[src/pabq_pkg.sv]
// ----------------------------------------------------------------------------
// pabq_pkg: shared definitions for the priority-aware bounded queue
// Command and status codes, field widths, register indexes, reset values and
// the structs that travel along the row of storage cells.
// ----------------------------------------------------------------------------
`default_nettype none

package pabq_pkg;

  localparam int DEPTH_DEF         = 16;
  localparam int PAYLOAD_WIDTH_DEF = 32;

  localparam int CMD_W      = 2;
  localparam int IN_PAY_W   = 32;
  localparam int SIZE_W     = 20;
  localparam int STATUS_W   = 3;
  localparam int OCC_W      = 5;
  localparam int BYTES_W    = 24;
  localparam int DROPS_W    = 32;
  localparam int ILIMIT_W   = 5;
  localparam int CFG_IDX_W  = 2;
  localparam int CFG_DATA_W = 24;

  localparam int IN_TDATA_W  = 56;
  localparam int IN_TUSER_W  = 3;
  localparam int OUT_TDATA_W = 120;
  localparam int OUT_TUSER_W = 3;

  localparam int ITEM_LIMIT_RST = 16;
  localparam int BYTE_LIMIT_RST = 65536;

  localparam logic [CFG_IDX_W-1:0] CFG_ITEM_LIMIT = 2'd0;
  localparam logic [CFG_IDX_W-1:0] CFG_BYTE_LIMIT = 2'd1;

  typedef enum logic [CMD_W-1:0] {
    CMD_PUSH  = 2'd0,
    CMD_POP   = 2'd1,
    CMD_OPEN  = 2'd2,
    CMD_CLOSE = 2'd3
  } cmd_t;

  typedef enum logic [STATUS_W-1:0] {
    ST_OK           = 3'd0,
    ST_CLOSED       = 3'd1,
    ST_TOO_LARGE    = 3'd2,
    ST_NO_ROOM      = 3'd3,
    ST_EMPTY_OPEN   = 3'd4,
    ST_EMPTY_CLOSED = 3'd5
  } status_t;

  // Broadcast to every cell in the row.
  typedef struct packed {
    logic              evict_np;  // remove the oldest ordinary entry
    logic [SIZE_W-1:0] wr_size;
    logic              wr_prio;
  } cell_ctl_t;

  // Passed from each cell to the next one toward the tail.
  typedef struct packed {
    logic              np_seen;   // an ordinary entry sits nearer the head
    logic              shift;     // this cell and all behind it move up
    logic [SIZE_W-1:0] rm_size;   // size of the entry being removed
  } cell_link_t;

endpackage

`default_nettype wire

[src/pabq_cell.sv]
// ----------------------------------------------------------------------------
// pabq_cell: one storage cell of the queue row
// Holds one entry. On a removal at or ahead of this cell it takes the entry
// of its neighbor toward the tail; it also marks itself as the eviction
// victim when it is the oldest ordinary entry.
// ----------------------------------------------------------------------------
`default_nettype none

module pabq_cell #(
  parameter int PAYLOAD_WIDTH = pabq_pkg::PAYLOAD_WIDTH_DEF
) (
  input  wire                            clk,
  input  wire  pabq_pkg::cell_ctl_t      ctl,
  input  wire                            valid_i,
  input  wire                            wr_i,
  input  wire  [PAYLOAD_WIDTH-1:0]       wr_payload,
  input  wire  [PAYLOAD_WIDTH-1:0]       nb_payload,
  input  wire  [pabq_pkg::SIZE_W-1:0]    nb_size,
  input  wire                            nb_prio,
  input  wire  pabq_pkg::cell_link_t     link_i,
  output pabq_pkg::cell_link_t           link_o,
  output logic [PAYLOAD_WIDTH-1:0]       payload_o,
  output logic [pabq_pkg::SIZE_W-1:0]    size_o,
  output logic                           prio_o
);

  logic [PAYLOAD_WIDTH-1:0]    payload_r, payload_nxt;
  logic [pabq_pkg::SIZE_W-1:0] size_r, size_nxt;
  logic                        prio_r, prio_nxt;
  logic                        kill;

  // The first valid ordinary entry seen from the head is the victim.
  assign kill = ctl.evict_np & valid_i & ~prio_r & ~link_i.np_seen;

  always_comb begin
    link_o.np_seen = link_i.np_seen | (valid_i & ~prio_r);
    link_o.shift   = link_i.shift | kill;
    link_o.rm_size = kill ? size_r : link_i.rm_size;
  end

  always_comb begin
    payload_nxt = payload_r;
    size_nxt    = size_r;
    prio_nxt    = prio_r;
    if (wr_i) begin
      payload_nxt = wr_payload;
      size_nxt    = ctl.wr_size;
      prio_nxt    = ctl.wr_prio;
    end else if (link_o.shift) begin
      payload_nxt = nb_payload;
      size_nxt    = nb_size;
      prio_nxt    = nb_prio;
    end
  end

  always_ff @(posedge clk) begin
    payload_r <= payload_nxt;
    size_r    <= size_nxt;
    prio_r    <= prio_nxt;
  end

  assign payload_o = payload_r;
  assign size_o    = size_r;
  assign prio_o    = prio_r;

endmodule

`default_nettype wire

[src/priority_aware_bounded_queue.sv]
// ----------------------------------------------------------------------------
// priority_aware_bounded_queue: FIFO bounded by entry count and byte total
// Entries live in a row of cells with the head in cell 0. A push that does
// not fit evicts the oldest ordinary entry, one per cycle; with only priority
// entries left, a priority push evicts the head and an ordinary push is
// refused. Every eviction and refusal bumps a saturating drop counter.
//
//   channel | direction | handshake           | contents
//   --------+-----------+---------------------+-------------------------------
//   in_     | input     | in_tvalid/in_tready | command, payload, size, prio
//   out_    | output    | out_tvalid/out_tready| status, popped entry, counters
//   cfg_    | input     | cfg_valid/cfg_ready | register index and write data
//
// An item passes through accept, a decision state and a result load; a push
// repeats the decision state for each eviction, since the cell row moves by one
// entry per cycle. A new transaction is accepted once the previous result is
// loaded into the output register, even while that result still waits.
// If the output register is still full, the block holds the finished result
// until the downstream side takes it. Reset is synchronous and active low;
// the queue comes out of reset empty and closed.
// ----------------------------------------------------------------------------
`default_nettype none

module priority_aware_bounded_queue #(
  parameter int DEPTH         = pabq_pkg::DEPTH_DEF,
  parameter int PAYLOAD_WIDTH = pabq_pkg::PAYLOAD_WIDTH_DEF
) (
  input  wire                                clk,
  input  wire                                rst_n,
  // tdata: payload[31:0], size_bytes[51:32], zero fill [55:52]
  input  wire  [pabq_pkg::IN_TDATA_W-1:0]    in_tdata,
  // tuser: command[1:0], is_priority[2]
  input  wire  [pabq_pkg::IN_TUSER_W-1:0]    in_tuser,
  input  wire                                in_tvalid,
  output logic                               in_tready,
  // tdata: popped_payload[31:0], popped_size[51:32], occupancy[56:52],
  //        queued_total_bytes[80:57], drop_count[112:81], zero fill [119:113]
  output logic [pabq_pkg::OUT_TDATA_W-1:0]   out_tdata,
  // tuser: status[2:0]
  output logic [pabq_pkg::OUT_TUSER_W-1:0]   out_tuser,
  output logic                               out_tvalid,
  input  wire                                out_tready,
  input  wire                                cfg_valid,
  output logic                               cfg_ready,
  input  wire  [pabq_pkg::CFG_IDX_W-1:0]     cfg_index,
  input  wire  [pabq_pkg::CFG_DATA_W-1:0]    cfg_data
);

  localparam int CW       = $clog2(DEPTH + 1);
  localparam int ITEM_RST = (pabq_pkg::ITEM_LIMIT_RST > DEPTH) ? DEPTH
                                                              : pabq_pkg::ITEM_LIMIT_RST;
  localparam int SW = pabq_pkg::SIZE_W;
  localparam int BW = pabq_pkg::BYTES_W;

  typedef enum logic [1:0] {
    S_IDLE,
    S_WORK,
    S_OUT
  } state_t;

  state_t                            state_r, state_nxt;
  pabq_pkg::cmd_t                    cmd_r, cmd_nxt;
  logic [pabq_pkg::IN_PAY_W-1:0]     pay_r, pay_nxt;
  logic [SW-1:0]                     size_r, size_nxt;
  logic                              prio_r, prio_nxt;
  logic [CW-1:0]                     count_r, count_nxt;
  logic [BW-1:0]                     bytes_r, bytes_nxt;
  logic [pabq_pkg::DROPS_W-1:0]      drops_r, drops_nxt;
  logic                              closed_r, closed_nxt;
  logic [CW-1:0]                     item_eff_r, item_eff_nxt;
  logic [BW-1:0]                     byte_eff_r, byte_eff_nxt;
  pabq_pkg::status_t                 res_status_r, res_status_nxt;
  logic [pabq_pkg::IN_PAY_W-1:0]     res_pp_r, res_pp_nxt;
  logic [SW-1:0]                     res_ps_r, res_ps_nxt;
  logic                              out_tvalid_r, out_tvalid_nxt;
  logic [pabq_pkg::OUT_TDATA_W-1:0]  out_tdata_r, out_tdata_nxt;
  logic [pabq_pkg::OUT_TUSER_W-1:0]  out_tuser_r, out_tuser_nxt;

  // Cell row signals.
  pabq_pkg::cell_ctl_t               ctl;
  pabq_pkg::cell_link_t              link [DEPTH+1];
  logic [PAYLOAD_WIDTH-1:0]          cell_pay [DEPTH+1];
  logic [SW-1:0]                     cell_size [DEPTH+1];
  logic                              cell_prio [DEPTH+1];
  logic [DEPTH-1:0]                  valid_vec;
  logic [DEPTH-1:0]                  wr_vec;

  logic                              evict_np;
  logic                              evict_head;
  logic                              do_write;
  logic [PAYLOAD_WIDTH-1:0]          wr_payload;
  logic [63:0]                       pay_ext;
  logic [63:0]                       head_ext;
  logic [BW:0]                       sum_bytes;
  logic                              too_large;
  logic                              fits;
  logic                              any_np;
  logic [SW-1:0]                     rm_size;
  logic [pabq_pkg::DROPS_W-1:0]      drops_inc;
  logic [pabq_pkg::ILIMIT_W-1:0]     ilim;
  logic [CW-1:0]                     item_cfg;

  // ---------------------------------------------------------------------------
  // Cell row. Cell 0 is the head; the slot past the tail feeds zeros.
  // A head removal enters the row as a shift from the head end.
  // ---------------------------------------------------------------------------
  assign pay_ext    = 64'(pay_r);
  assign wr_payload = pay_ext[PAYLOAD_WIDTH-1:0];

  always_comb begin
    ctl.evict_np = evict_np;
    ctl.wr_size  = size_r;
    ctl.wr_prio  = prio_r;
    link[0].np_seen = 1'b0;
    link[0].shift   = evict_head;
    link[0].rm_size = '0;
  end

  assign cell_pay[DEPTH]  = '0;
  assign cell_size[DEPTH] = '0;
  assign cell_prio[DEPTH] = 1'b0;

  for (genvar i = 0; i < DEPTH; i++) begin : g_cell
    assign valid_vec[i] = (count_r > CW'(i));
    assign wr_vec[i]    = do_write & (count_r == CW'(i));

    pabq_cell #(
      .PAYLOAD_WIDTH(PAYLOAD_WIDTH)
    ) u_cell (
      .clk       (clk),
      .ctl       (ctl),
      .valid_i   (valid_vec[i]),
      .wr_i      (wr_vec[i]),
      .wr_payload(wr_payload),
      .nb_payload(cell_pay[i+1]),
      .nb_size   (cell_size[i+1]),
      .nb_prio   (cell_prio[i+1]),
      .link_i    (link[i]),
      .link_o    (link[i+1]),
      .payload_o (cell_pay[i]),
      .size_o    (cell_size[i]),
      .prio_o    (cell_prio[i])
    );
  end

  assign any_np   = link[DEPTH].np_seen;
  assign rm_size  = evict_head ? cell_size[0] : link[DEPTH].rm_size;
  assign head_ext = 64'(cell_pay[0]);

  // ---------------------------------------------------------------------------
  // Push decision terms. The closed and size checks do not change while a
  // push evicts, so they are simply taken again in every work cycle.
  // ---------------------------------------------------------------------------
  assign too_large = BW'(size_r) > byte_eff_r;
  assign sum_bytes = {1'b0, bytes_r} + (BW + 1)'(size_r);
  assign fits      = (count_r < item_eff_r) && (sum_bytes <= {1'b0, byte_eff_r});
  assign drops_inc = (drops_r == '1) ? drops_r : drops_r + pabq_pkg::DROPS_W'(1);

  always_comb begin
    evict_np   = 1'b0;
    evict_head = 1'b0;
    do_write   = 1'b0;
    if (state_r == S_WORK) begin
      if (cmd_r == pabq_pkg::CMD_POP) begin
        evict_head = (count_r != '0);
      end else if (cmd_r == pabq_pkg::CMD_PUSH && !closed_r && !too_large) begin
        if (fits) begin
          do_write = 1'b1;
        end else if (any_np) begin
          evict_np = 1'b1;
        end else begin
          evict_head = prio_r && (count_r != '0);
        end
      end
    end
  end

  // Effective item limit for a configuration write: clamped to 1..DEPTH.
  assign ilim = cfg_data[pabq_pkg::ILIMIT_W-1:0];
  always_comb begin
    if (ilim == '0) begin
      item_cfg = CW'(1);
    end else if (32'(ilim) > DEPTH) begin
      item_cfg = CW'(DEPTH);
    end else begin
      item_cfg = CW'(ilim);
    end
  end

  // ---------------------------------------------------------------------------
  // Control sequencer.
  // ---------------------------------------------------------------------------
  always_comb begin
    state_nxt      = state_r;
    cmd_nxt        = cmd_r;
    pay_nxt        = pay_r;
    size_nxt       = size_r;
    prio_nxt       = prio_r;
    count_nxt      = count_r;
    bytes_nxt      = bytes_r;
    drops_nxt      = drops_r;
    closed_nxt     = closed_r;
    item_eff_nxt   = item_eff_r;
    byte_eff_nxt   = byte_eff_r;
    res_status_nxt = res_status_r;
    res_pp_nxt     = res_pp_r;
    res_ps_nxt     = res_ps_r;
    out_tvalid_nxt = out_tvalid_r & ~out_tready;
    out_tdata_nxt  = out_tdata_r;
    out_tuser_nxt  = out_tuser_r;

    // The user must write configuration only while the queue is idle; the block itself does not enforce it.
    if (cfg_valid) begin
      if (cfg_index == pabq_pkg::CFG_ITEM_LIMIT) begin
        item_eff_nxt = item_cfg;
      end else if (cfg_index == pabq_pkg::CFG_BYTE_LIMIT) begin
        byte_eff_nxt = (cfg_data == '0) ? BW'(1) : cfg_data;
      end
    end

    case (state_r)
      S_IDLE: begin
        if (in_tvalid) begin
          cmd_nxt   = pabq_pkg::cmd_t'(in_tuser[1:0]);
          prio_nxt  = in_tuser[2];
          pay_nxt   = in_tdata[31:0];
          size_nxt  = in_tdata[51:32];
          state_nxt = S_WORK;
        end
      end

      S_WORK: begin
        res_pp_nxt     = '0;
        res_ps_nxt     = '0;
        res_status_nxt = pabq_pkg::ST_OK;
        state_nxt      = S_OUT;
        case (cmd_r)
          pabq_pkg::CMD_PUSH: begin
            if (closed_r) begin
              res_status_nxt = pabq_pkg::ST_CLOSED;
              drops_nxt      = drops_inc;
            end else if (too_large) begin
              res_status_nxt = pabq_pkg::ST_TOO_LARGE;
              drops_nxt      = drops_inc;
            end else if (do_write) begin
              count_nxt = count_r + CW'(1);
              bytes_nxt = sum_bytes[BW-1:0];
            end else if (evict_np || evict_head) begin
              // One eviction this cycle, then try again.
              count_nxt = count_r - CW'(1);
              bytes_nxt = bytes_r - BW'(rm_size);
              drops_nxt = drops_inc;
              state_nxt = S_WORK;
            end else begin
              res_status_nxt = pabq_pkg::ST_NO_ROOM;
              drops_nxt      = drops_inc;
            end
          end
          pabq_pkg::CMD_POP: begin
            if (evict_head) begin
              res_pp_nxt = head_ext[pabq_pkg::IN_PAY_W-1:0];
              res_ps_nxt = cell_size[0];
              count_nxt  = count_r - CW'(1);
              bytes_nxt  = bytes_r - BW'(rm_size);
            end else begin
              res_status_nxt = closed_r ? pabq_pkg::ST_EMPTY_CLOSED
                                        : pabq_pkg::ST_EMPTY_OPEN;
            end
          end
          pabq_pkg::CMD_OPEN: begin
            closed_nxt = 1'b0;
          end
          default: begin
            closed_nxt = 1'b1;
          end
        endcase
      end

      S_OUT: begin
        if (!out_tvalid_r || out_tready) begin
          out_tvalid_nxt = 1'b1;
          out_tuser_nxt  = res_status_r;
          out_tdata_nxt  = {7'd0, drops_r, bytes_r,
                            pabq_pkg::OCC_W'(count_r), res_ps_r, res_pp_r};
          state_nxt      = S_IDLE;
        end
      end

      default: begin
        state_nxt = S_IDLE;
      end
    endcase
  end

  always_ff @(posedge clk) begin
    if (!rst_n) begin
      state_r      <= S_IDLE;
      count_r      <= '0;
      bytes_r      <= '0;
      drops_r      <= '0;
      closed_r     <= 1'b1;
      item_eff_r   <= CW'(ITEM_RST);
      byte_eff_r   <= BW'(pabq_pkg::BYTE_LIMIT_RST);
      out_tvalid_r <= 1'b0;
    end else begin
      state_r      <= state_nxt;
      count_r      <= count_nxt;
      bytes_r      <= bytes_nxt;
      drops_r      <= drops_nxt;
      closed_r     <= closed_nxt;
      item_eff_r   <= item_eff_nxt;
      byte_eff_r   <= byte_eff_nxt;
      out_tvalid_r <= out_tvalid_nxt;
    end
    cmd_r        <= cmd_nxt;
    pay_r        <= pay_nxt;
    size_r       <= size_nxt;
    prio_r       <= prio_nxt;
    res_status_r <= res_status_nxt;
    res_pp_r     <= res_pp_nxt;
    res_ps_r     <= res_ps_nxt;
    out_tdata_r  <= out_tdata_nxt;
    out_tuser_r  <= out_tuser_nxt;
  end

  assign in_tready  = (state_r == S_IDLE);
  assign cfg_ready  = 1'b1;
  assign out_tvalid = out_tvalid_r;
  assign out_tdata  = out_tdata_r;
  assign out_tuser  = out_tuser_r;

  // ---------------------------------------------------------------------------
  // Assertions.
  // ---------------------------------------------------------------------------

  // The queue never holds more entries than it has cells.
  a_count_bound: assert property (@(posedge clk) disable iff (!rst_n)
    count_r <= CW'(DEPTH))
    else $error("entry count exceeds the number of cells");

  // An empty queue carries no bytes.
  a_empty_bytes: assert property (@(posedge clk) disable iff (!rst_n)
    (count_r == '0) |-> (bytes_r == '0))
    else $error("byte total nonzero on an empty queue");

  // An eviction only happens while entries are present.
  a_evict_nonempty: assert property (@(posedge clk) disable iff (!rst_n)
    (evict_np || evict_head) |-> (count_r != '0))
    else $error("eviction requested on an empty queue");

  // The drop counter never goes backward.
  a_drops_monotonic: assert property (@(posedge clk) disable iff (!rst_n)
    1'b1 |=> (drops_r >= $past(drops_r)))
    else $error("drop counter decreased");

  // Only one transaction is in the works at a time.
  a_one_at_a_time: assert property (@(posedge clk) disable iff (!rst_n)
    (in_tvalid && in_tready) |=> !in_tready)
    else $error("input accepted while an item was in progress");

endmodule

`default_nettype wire

[config.mk]
export PLATFORM = sky130hd
export DESIGN_NAME = priority_aware_bounded_queue
export DESIGN_NICKNAME = d
export VERILOG_FILES = /design/src/pabq_pkg.sv /design/src/pabq_cell.sv /design/src/priority_aware_bounded_queue.sv
export SDC_FILE = /design/constraint.sdc
export NUM_CORES = 2
export LEC_CHECK = 0
export BUFFER_PORTS_ARGS = -buffer_cell sky130_fd_sc_hd__buf_2
export CAP_MARGIN = 10
export CORE_ASPECT_RATIO = 1.4
export CORE_UTILIZATION = 62
export DETAILED_ROUTE_END_ITERATION = 7
export GPL_ROUTABILITY_DRIVEN = 0
export GPL_TIMING_DRIVEN = 0
export PLACE_DENSITY = 0.8
export SKIP_CTS_REPAIR_TIMING = 1
export SYNTH_ARGS = -nofsm -noshare
export SYNTH_HDL_FRONTEND = slang
export SYNTH_SLANG_ARGS = --single-unit
[constraint.sdc]
create_clock -name clk -period 8.71 [get_ports clk]
set_input_delay 1.742 -clock clk [delete_from_list [all_inputs] [get_ports clk]]
set_output_delay 1.742 -clock clk [all_outputs]
set_load 0.03 [all_outputs]
==> impl_results.md <==
- Total CTS buffers: 108
- RSZ-0062 raised after global routing: true
- Sum Neg Setup Slack: 0 ns
- Leakage: 21.2 nW
- Max-cap violations: 1
- Reg-to-Reg Start: size_r[1]$_DFFE_PP_
- Worst-case clock skew: 0.0288 ns
- Standard-cell rows: 126
- Worst VDD drop: 0.174 mV
- Critical Path Max Stage Delay: 0.51 ns
- Max-slew headroom: -1.79%
- Dpl cells: 4988
- Syn_area_per_cell: 14.5 µm²
- Least setup slack across all paths after layout: 0.00703 ns
- Crit. End Element: flip-flop
- Peak fanout along the critical path: 10
- Initial core utilization: 62.6%
- Proportion of layout cells with a drive suffix above 1: 32.7%
- Start point of the critical path: size_r[1]$_DFFE_PP_
- Wire length per cell: 28.0 µm
- TritonCTS Sinks: 1168
- Layout-stage area growth over the synthesis result: 14.5%
- Total number of H-tree levels: 3
- CTS max path bufs: 3
- Stages on worst setup path: 35
- Slack of the worst reg-to-reg path: 0.007 ns
- Top post-synthesis cells by area: edfxtp_1 61%, mux2_2 16%, dfxtp_1 3.6%
- Total buffers and inverters traversed by the critical path: 3
- Latest clock arrival within the worst-skew pair: 0.72 ns
- Final standard cell count with taps included and fillers excluded: 5212
- Register area share after synthesis: 64.7%
- Via count normalized by instance count: 6.55
- Routed Wire Length: 146 mm
- Min cycle time layout: 8.70 ns
- Post-detailed-placement half-perimeter wirelength: 103 mm
- Hold Startpoint: res_pp_r[6]$_SDFFCE_PN0P_
- Post-synthesis cell type count: 81
- Most used DFF post-synth: edfxtp_1
- Areal power density over the cells: 190 nW/µm²
- Number of nets in the final layout: 4219
- Vias after detailed routing: 34.1k
- Number of cells on the worst hold path: 0
- Crit path launch type: flip-flop
- Worst setup path class: flip-flop to flip-flop
- Synth Instances: 3632
- Overall die height: 347 µm
- Post-synth EDFFs: 1074
- Cell accounting for the most synthesized area: edfxtp_1
- Synth top area share: 61.2%
- Pin count of the biggest net entering global routing: 71
- Global-route total usage across every layer: 33.5%
- Final setup violating endpoints: 0
- Initial antenna violation count: 3
- Length in cells of the worst reg-to-reg path: 35
- Count of synthesis-stage warnings from yosys: 0
- Number of violations reported at the end of detailed-routing iteration 0: 3574
- Total congestion overflow after global routing: 0
- Worst slack at placement: -2.55 ns
- Max Clk Rate: 0.115 GHz
- CP arrival: 9.26 ns
- WHS: 0.412 ns
- Final Hold Fails: 0
- I/O pin cnt: 216
- Number of global-route vias before repair: 34.1k
- Count of buffers inserted at the top-level ports: 203
- Worst path required time: 9.27 ns
- Number of detailed-route iterations in the first pass: 6
- Wire length of the first global-routing pass: 213 mm
- Number of storage elements in the synthesis netlist: 1168
- Total standard cell area after synthesis: 52700 µm²
- Slowest CP cell: edfxtp_1
- Root Buffer: clkbuf_16
- Die area: 86200 µm²
- Clock tree from TritonCTS: done
- Class of the tightest hold or removal check: flip-flop to flip-flop
- Clock-pin transition on the worst setup and hold timing paths: 0.06 ns
- Remaining routing DRC violations: 0
- Final critical-path share of the clock period: 99.9%
- Fraction of registers with async set/reset: 0%
- Remaining number of nets flagged by the antenna check after routing: 0
- Capturing point of the worst reg2reg path: bytes_r[19]$_SDFFE_PN0P_
- Worst path top cell family by delay: compound AO/OA/AOI/OAI gates
- Worst Tran Pin Value: 1.53 ns
- WHS Endpoint: out_tdata[6]$_DFFE_PP_
- Core region area: 84200 µm²
- Run status: finished with violations
- Final Max Slew Viols: 11
- Failing checks: capacitance limit, slew limit
- Horizontal die dimension: 248 µm
## cells by family (layout without fill, tap and decap cells)
kind of cell | Yosys count | in the layout | synth area share, %
compound gates | 507 | 507 | 6.40
other cells | 2 | 9 | 0.0142
xor+xnor | 68 | 68 | 1.13
flops | 1168 | 1168 | 64.7
fa+ha+maj | 97 | 97 | 2.33
simple gates | 718 | 718 | 6.72
buf+inv | 306 | 791 | 2.31
mux | 766 | 766 | 16.4
## registers in the layout (all words and copies together), names as in the netlist
| name | cells |
|---|---|
| cmd_r | 2 |
| state_r | 2 |
| size_r | 20 |
| out_tvalid | 1 |
| g_cell.u_cell.payload_o | 512 |
| byte_eff_r | 24 |
| closed_r | 1 |
| count_r | 5 |
| out_tdata | 113 |
| prio_r | 1 |
| drops_r | 32 |
| g_cell.u_cell.prio_o | 16 |
| pay_r | 32 |
| res_ps_r | 20 |
| g_cell.u_cell.size_o | 320 |
| bytes_r | 24 |
| res_status_r | 3 |
| res_pp_r | 32 |
| out_tuser | 3 |
| item_eff_r | 5 |
## worst max path at each step
stage / endpoint / slack (ns)
floorplan: bytes_r[19]$_SDFFE_PN0P_ / 1.07
detailed placement: bytes_r[23]$_SDFFE_PN0P_ / -2.55
global placement: g_cell[1].u_cell.payload_o[13]$_DFFE_PP_ / -3.57
CTS: bytes_r[23]$_SDFFE_PN0P_ / -2.61
global route: bytes_r[20]$_SDFFE_PN0P_ / -0.14
finish: bytes_r[19]$_SDFFE_PN0P_ / 0.007
## cell usage in the layout, fill, tap and decap left out, drive strengths merged, types with 25 or more instances in the layout
cell / instances
a21oi: 118
a22oi: 52
and2: 62
and3: 68
buf: 318
clkbuf: 344
clkinv: 36
dfxtp: 94
edfxtp: 1074
ha: 95
inv: 73
mux2: 764
nand2: 201
nand3: 52
nand4: 25
nor2: 174
nor3: 50
o21ai: 116
xnor2: 43
xor2: 25
## layout make-up
class | instances | area, µm²
Timing Repair Buffer | 286 | 1950
Buffer | 235 | 1010
Inverter | 69 | 265
Clock buffer | 142 | 3090
Sequential cell | 1168 | 34100
Clock inverter | 59 | 669
Fill cell | 5401 | 23800
Multi-Input combinational cell | 2164 | 17900
Tap cell | 1088 | 1360
Antenna cell | 1 | 2.50
## metal layers
| layer | vias to the layer above | part of all wire, % | GRT usage (%) | routed length [µm] |
|---|---|---|---|---|
| met1 | 16831 | 34 | 37.9 | 50300 |
| li1 | 14741 | - | - | - |
| met2 | 1961 | 49 | 57.4 | 71800 |
| met4 | 4 | 8.1 | 24.0 | 11800 |
| met3 | 605 | 8.2 | 6.12 | 12000 |
| met5 | - | 0.021 | 0 | 30 |
## metrics by stage
| stage | utilization [%] | power (mW) | area, µm² |
|---|---|---|---|
| 3_3_place_gp | 65.5 | 6.54 | 55100 |
| 2_1_floorplan | - | 6.41 | 52700 |
| 4_1_cts | 70.9 | 11.5 | 59700 |
| 5_1_grt | 71.7 | 11.7 | 60300 |
| 6_report | 71.7 | 11.5 | 60300 |
| 3_5_place_dp | 66.5 | 6.55 | 56000 |
## cells in the mapped netlist (11+ instances only)
cell	instances
a221oi_1	23
nand3_1	52
nand2b_1	11
a22oi_1	52
a221o_1	17
a21oi_1	115
ha_1	95
mux2_2	764
nor3_1	47
a21o_1	18
o22ai_1	23
nand2_1	200
o21ai_0	115
xnor2_1	43
a311oi_1	11
o21a_1	13
xor2_1	25
inv_1	68
a211oi_1	24
nor4_1	17
clkbuf_1	209
dfxtp_1	94
or3_1	16
and3_1	68
nor2_1	173
nand4_1	24
edfxtp_1	1074
o211ai_1	14
o221ai_1	19
buf_2	13
and2_1	62
## power breakdown
group,total (mW),internal [mW],switching [mW],leakage (nW)
sequential,6.15,6.09,0.0599,10.6
combinational,0.306,0.0942,0.212,8.70
clock,5.01,2.86,2.15,1.83
total,11.5,9.05,2.42,21.2
No activity file was read; power rests on OpenSTA's default activity.
